File: src/design/tlht_ram.sv
`default_nettype none
module tlht_ram #(
    parameter int WIDTH = 8,
    parameter int DEPTH = 2
) (
    input  wire logic                     aclk,
    input  wire logic                     we,
    input  wire logic [$clog2(DEPTH)-1:0] addr,
    input  wire logic [WIDTH-1:0]         wdata,
    output logic      [WIDTH-1:0]         rdata
);
    logic [WIDTH-1:0] mem [DEPTH];

    // write one word when enabled; always read the addressed word
    always_ff @(posedge aclk) begin
        if (we) begin
            mem[addr] <= wdata;
        end
        rdata <= mem[addr];
    end
endmodule
`default_nettype wire

File: config.mk
export PLATFORM = sky130hd
export DESIGN_NAME = tlht_ram
export DESIGN_NICKNAME = d
export VERILOG_FILES = /design/src/design/tlht_ram.sv
export SDC_FILE = /design/constraint.sdc
export NUM_CORES = 1
export LEC_CHECK = 0
export BUFFER_PORTS_ARGS = -buffer_cell sky130_fd_sc_hd__buf_2
export CAP_MARGIN = 0
export CORE_ASPECT_RATIO = 1.1
export CORE_MARGIN = 2
export CORE_UTILIZATION = 53
export DETAILED_ROUTE_END_ITERATION = 16
export PLACE_DENSITY = 0.78
export SYNTH_ARGS = -nofsm -noshare
export SYNTH_HDL_FRONTEND = slang
export SYNTH_SLANG_ARGS = --single-unit
File: constraint.sdc
create_clock -name aclk -period 1.6 [get_ports aclk]
set_input_delay 0.32 -clock aclk [delete_from_list [all_inputs] [get_ports aclk]]
set_output_delay 0.32 -clock aclk [all_outputs]
set_load 0.005 [all_outputs]
Yosys cells after proc, flatten, opt, wreduce, memory -nomap -nowiden
Memories as Yosys holds them, arrays and structs flattened. A register that Yosys moved wholly into a read port is not among the register bits.
Cells that the tools add are included.
{"block": "classes", "n_addsub": 0, "n_mul": 0, "div": 0, "order_cmp": 0, "eq_ne": 0, "shift": 0, "mux": 2, "bitwise_logic": 0, "n_reduce_logical": 0}
{"op": "$mux W1", "n": 2}
{"block": "totals", "register_bits": 0, "latch_bits": 0, "mem_bits_rw": 16, "mem_bits_ro": 0, "in_bits": 11, "out_inout_bits": 8, "elab_cells": 3, "mem_count": 1}
{"name": "mem", "depth": 2, "width": 8, "read_ports": 1, "rd_clocked_by_memory_dff": 1, "wr": 1, "line": "12", "rtl": "logic [WIDTH-1:0] mem [DEPTH];"}

Logic depth before layout (Yosys ltp)
{"block": "logic_depth", "depth_word": 2, "ltp_mapped": 2, "depth_no_buf": 1}

Worst setup path after synthesis
OpenSTA, ideal clock, no wires.
{"block": "synth_timing", "path_kind": "in2reg", "start": "input addr", "end": "memory mem[0][0], enable pin", "setup_ns": 0.309, "t_arrival_ns": 0.736, "required_time_ns": 1.291, "slack_ns": 0.555, "cell_stages": 2, "n_path_buf": 1, "cell_sequence": "buf_6 and2b_2"}
{"element": "start: declaration", "line": "8", "rtl": "input wire logic [$clog2(DEPTH)-1:0] addr,"}
{"element": "end: declaration", "line": "12"}
Straight into the memory's write port.

Worst setup path in the final report
{"block": "layout_timing", "start": "register rdata[1] (read register of mem)", "end": "output rdata[1]"}
{"element": "start: declaration", "line": "10", "rtl": "output logic [WIDTH-1:0] rdata"}
No word-level cell between the ends.

==> flow_metrics.py <==
metrics = {
    "place": {
        "place.gp.congestion": 0.613,
        "numPortBuffers": 18,
        "placed_cell_area_um2": 887,
    },
    "setup_path": {
        "cp_slowest_stage_delay_ns": 0.31,
        "regToRegEndpoint": "rdata[6]",
        "reg2reg_slack_ns": 0.85,
        "crit_slowest_cell": "dfxtp_1",
        "path_depth": 1,
        "start_kind": "flop",
        "cp_cell_sequence": "buf_2",
        "arrival_ns": 0.73,
        "reg2reg_from": "mem[0][6]",
        "crit_fanout": 1,
        "reg2reg_depth": 1,
        "critical_path_buf_inv_count": 1,
        "worstSetupPathType": "flop to primary output",
        "cp-end-kind": "primary output",
        "cp.required_ns": 1.28,
        "critPathTopFamily": "flip-flops",
    },
    "detailed_routing": {
        "drt-initial-drc-count": 8,
        "drc": 0,
        "antenna_left": 0,
        "routed_via_density": 4.93,
        "routed_wirelength_um": 832,
        "vias": 355,
        "drt_first_pass_iters": 2,
        "wl_per_cell_um": 11.6,
    },
    "die": {
        "die_y_um": 44.4,
        "rows": 14,
        "initial_core_util_pct": 57.0,
        "die-width_um": 40.8,
        "ios": 19,
        "core_um2": 1380,
        "dieArea_um2": 1810,
    },
    "clock_tree": {
        "htree_levels": 1,
        "clockBufferDepth": 2,
        "clk-insertion-delay-late_ns": 0.30,
        "clk_pin_slew_ns": 0.12,
        "cts_resized": 0,
        "numCtsBuffers": 3,
        "cts_tree": "yes",
        "cts_setup_buffers": 0,
        "cts-root-buf": "clkbuf_4",
        "cts_hold_buf": 0,
        "cts.sinks": 24,
    },
    "global_route": {
        "antenna_found_initial": 0,
        "grt_usage_pct": 12.3,
        "grt_first_pass_wirelength_um": 1360,
        "gr-total-overflow": 0,
        "grt_pass1_vias": 334,
        "grt_max_degree": 14,
    },
    "layout": {
        "layout_commonest_cell": "buf_2",
        "antenna_cells": 0,
        "fillers": 106,
        "layout.nets": 68,
        "drive_gt1_share_pct": 55.4,
        "layout_common_cells": "18 x buf_2, 16 x edfxtp_1, 8 x mux2_4, 8 x dfxtp_1, 3 x clkbuf_4",
        "final_area_um2": 913,
        "syn2layout_area_growth_pct": 15.9,
    },
    "status": {
        "status": "finished, final reports clean",
    },
    "timing": {
        "fin_skew_ns": 0.00581,
        "tightest_slew_ns": 0.280,
        "worst_hold_slack_ns": 0.193,
        "rsz0062_at_grt": "false",
        "setup_tns_ns": 0,
        "maxSlewHeadroom_pct": 81.3,
        "setup-violations-final": 0,
        "period_needed_ns": 1.05,
        "fmax_mhz": 949,
        "maxSlewViolCount": 0,
        "fin_crit_sh_pct": 65.8,
        "hold_violations": 0,
    },
    "logic_synthesis": {
        "synthAdderAreaFrac_pct": 0,
        "synth_xor_area_share_pct": 0,
        "synth_cell_types": 6,
        "yosysWarnings": 0,
        "yosys-mux-area-fraction_pct": 15.2,
        "synth_compound_area_share_pct": 0,
        "ys_ff_latch": 24,
        "synth.avg_cell_area_um2": 22.5,
        "synth_simple_gate_area_share_pct": 2.06,
        "synth_top_family_by_area": "multiplexers",
        "syn_inst": 35,
        "syn_area_um2": 788,
        "synth_seq_area_share_pct": 81.3,
        "synth_nets": 46,
    },
    "power": {
        "p_leak_uw": 0.000378,
        "ir_drop_mv": 0.707,
        "p_per_area_nw_per_um2": 1150,
    },
    "run": {
        "maxCapViolations": 0,
    },
    "hold_path": {
        "hold_path_class": "input pin to flop",
        "min_from": "wdata[3]",
        "hold-path-endpoint": "mem[1][3]",
        "whs_path_depth": 1,
    },
}
[report_power, final]
part | switching [µW] | internal [µW] | leakage, µW | total (µW)
logic | 30.5 | 49.2 | 0.000145 | 79.8
registers | 9.85 | 710 | 0.000218 | 719
clock network | 161 | 91.0 | 0.0000154 | 252
[layout make-up]
class	count	area, µm²	share of cell area (%)
clock buffer	3	22.5	2.47
clock inverter	1	3.75	0.411
multi-input combinational	10	136	14.9
sequential	24	641	70.1
tap	16	20.0	2.19
timing repair buffer	18	90.1	9.86
[worst max-delay path by stage]
stage / start / endpoint
final: rdata[1] / rdata[1]
after CTS: rdata[1] / rdata[1]
after detailed placement: addr / mem[1][1]
after global routing: rdata[6] / rdata[6]
after floorplan: addr / mem[0][0]
after global placement: addr / mem[1][0]
[state kept, by name, indices dropped and copies added, names as in the netlist]
name / cells
mem: 16
rdata: 8
[synthesized netlist by cell type]
cell       n  area share (%)
dfxtp_1    8              20
edfxtp_1  16              61
and2_2     1            0.95
buf_6      1             1.4
mux2_4     8              15
and2b_2    1             1.1
[metal layers]
metal / up-vias / wire length, µm / global-route usage [%]
met4: 0 / 15 / 8.00
met3: 2 / 54 / 3.02
met2: 16 / 442 / 19.7
li1: 171 / - / -
met5: - / 0 / 0
met1: 166 / 320 / 14.0
[stage by stage]
stage	total power, µW	cells	setup WS, ns	util [%]
after floorplan	780	35	0.555	-
after global placement	813	68	0.396	64.1
after detailed placement	816	68	0.382	64.1
after CTS	1060	72	0.543	66.0
after global routing	1090	72	0.489	66.0
final	1050	72	0.547	66.0
[cell families after synthesis]
kind of cell  Yosys count
simple gates            2
buf+inv                 1
flops                  24
mux                     8
No activity file was read; power rests on OpenSTA's default activity.
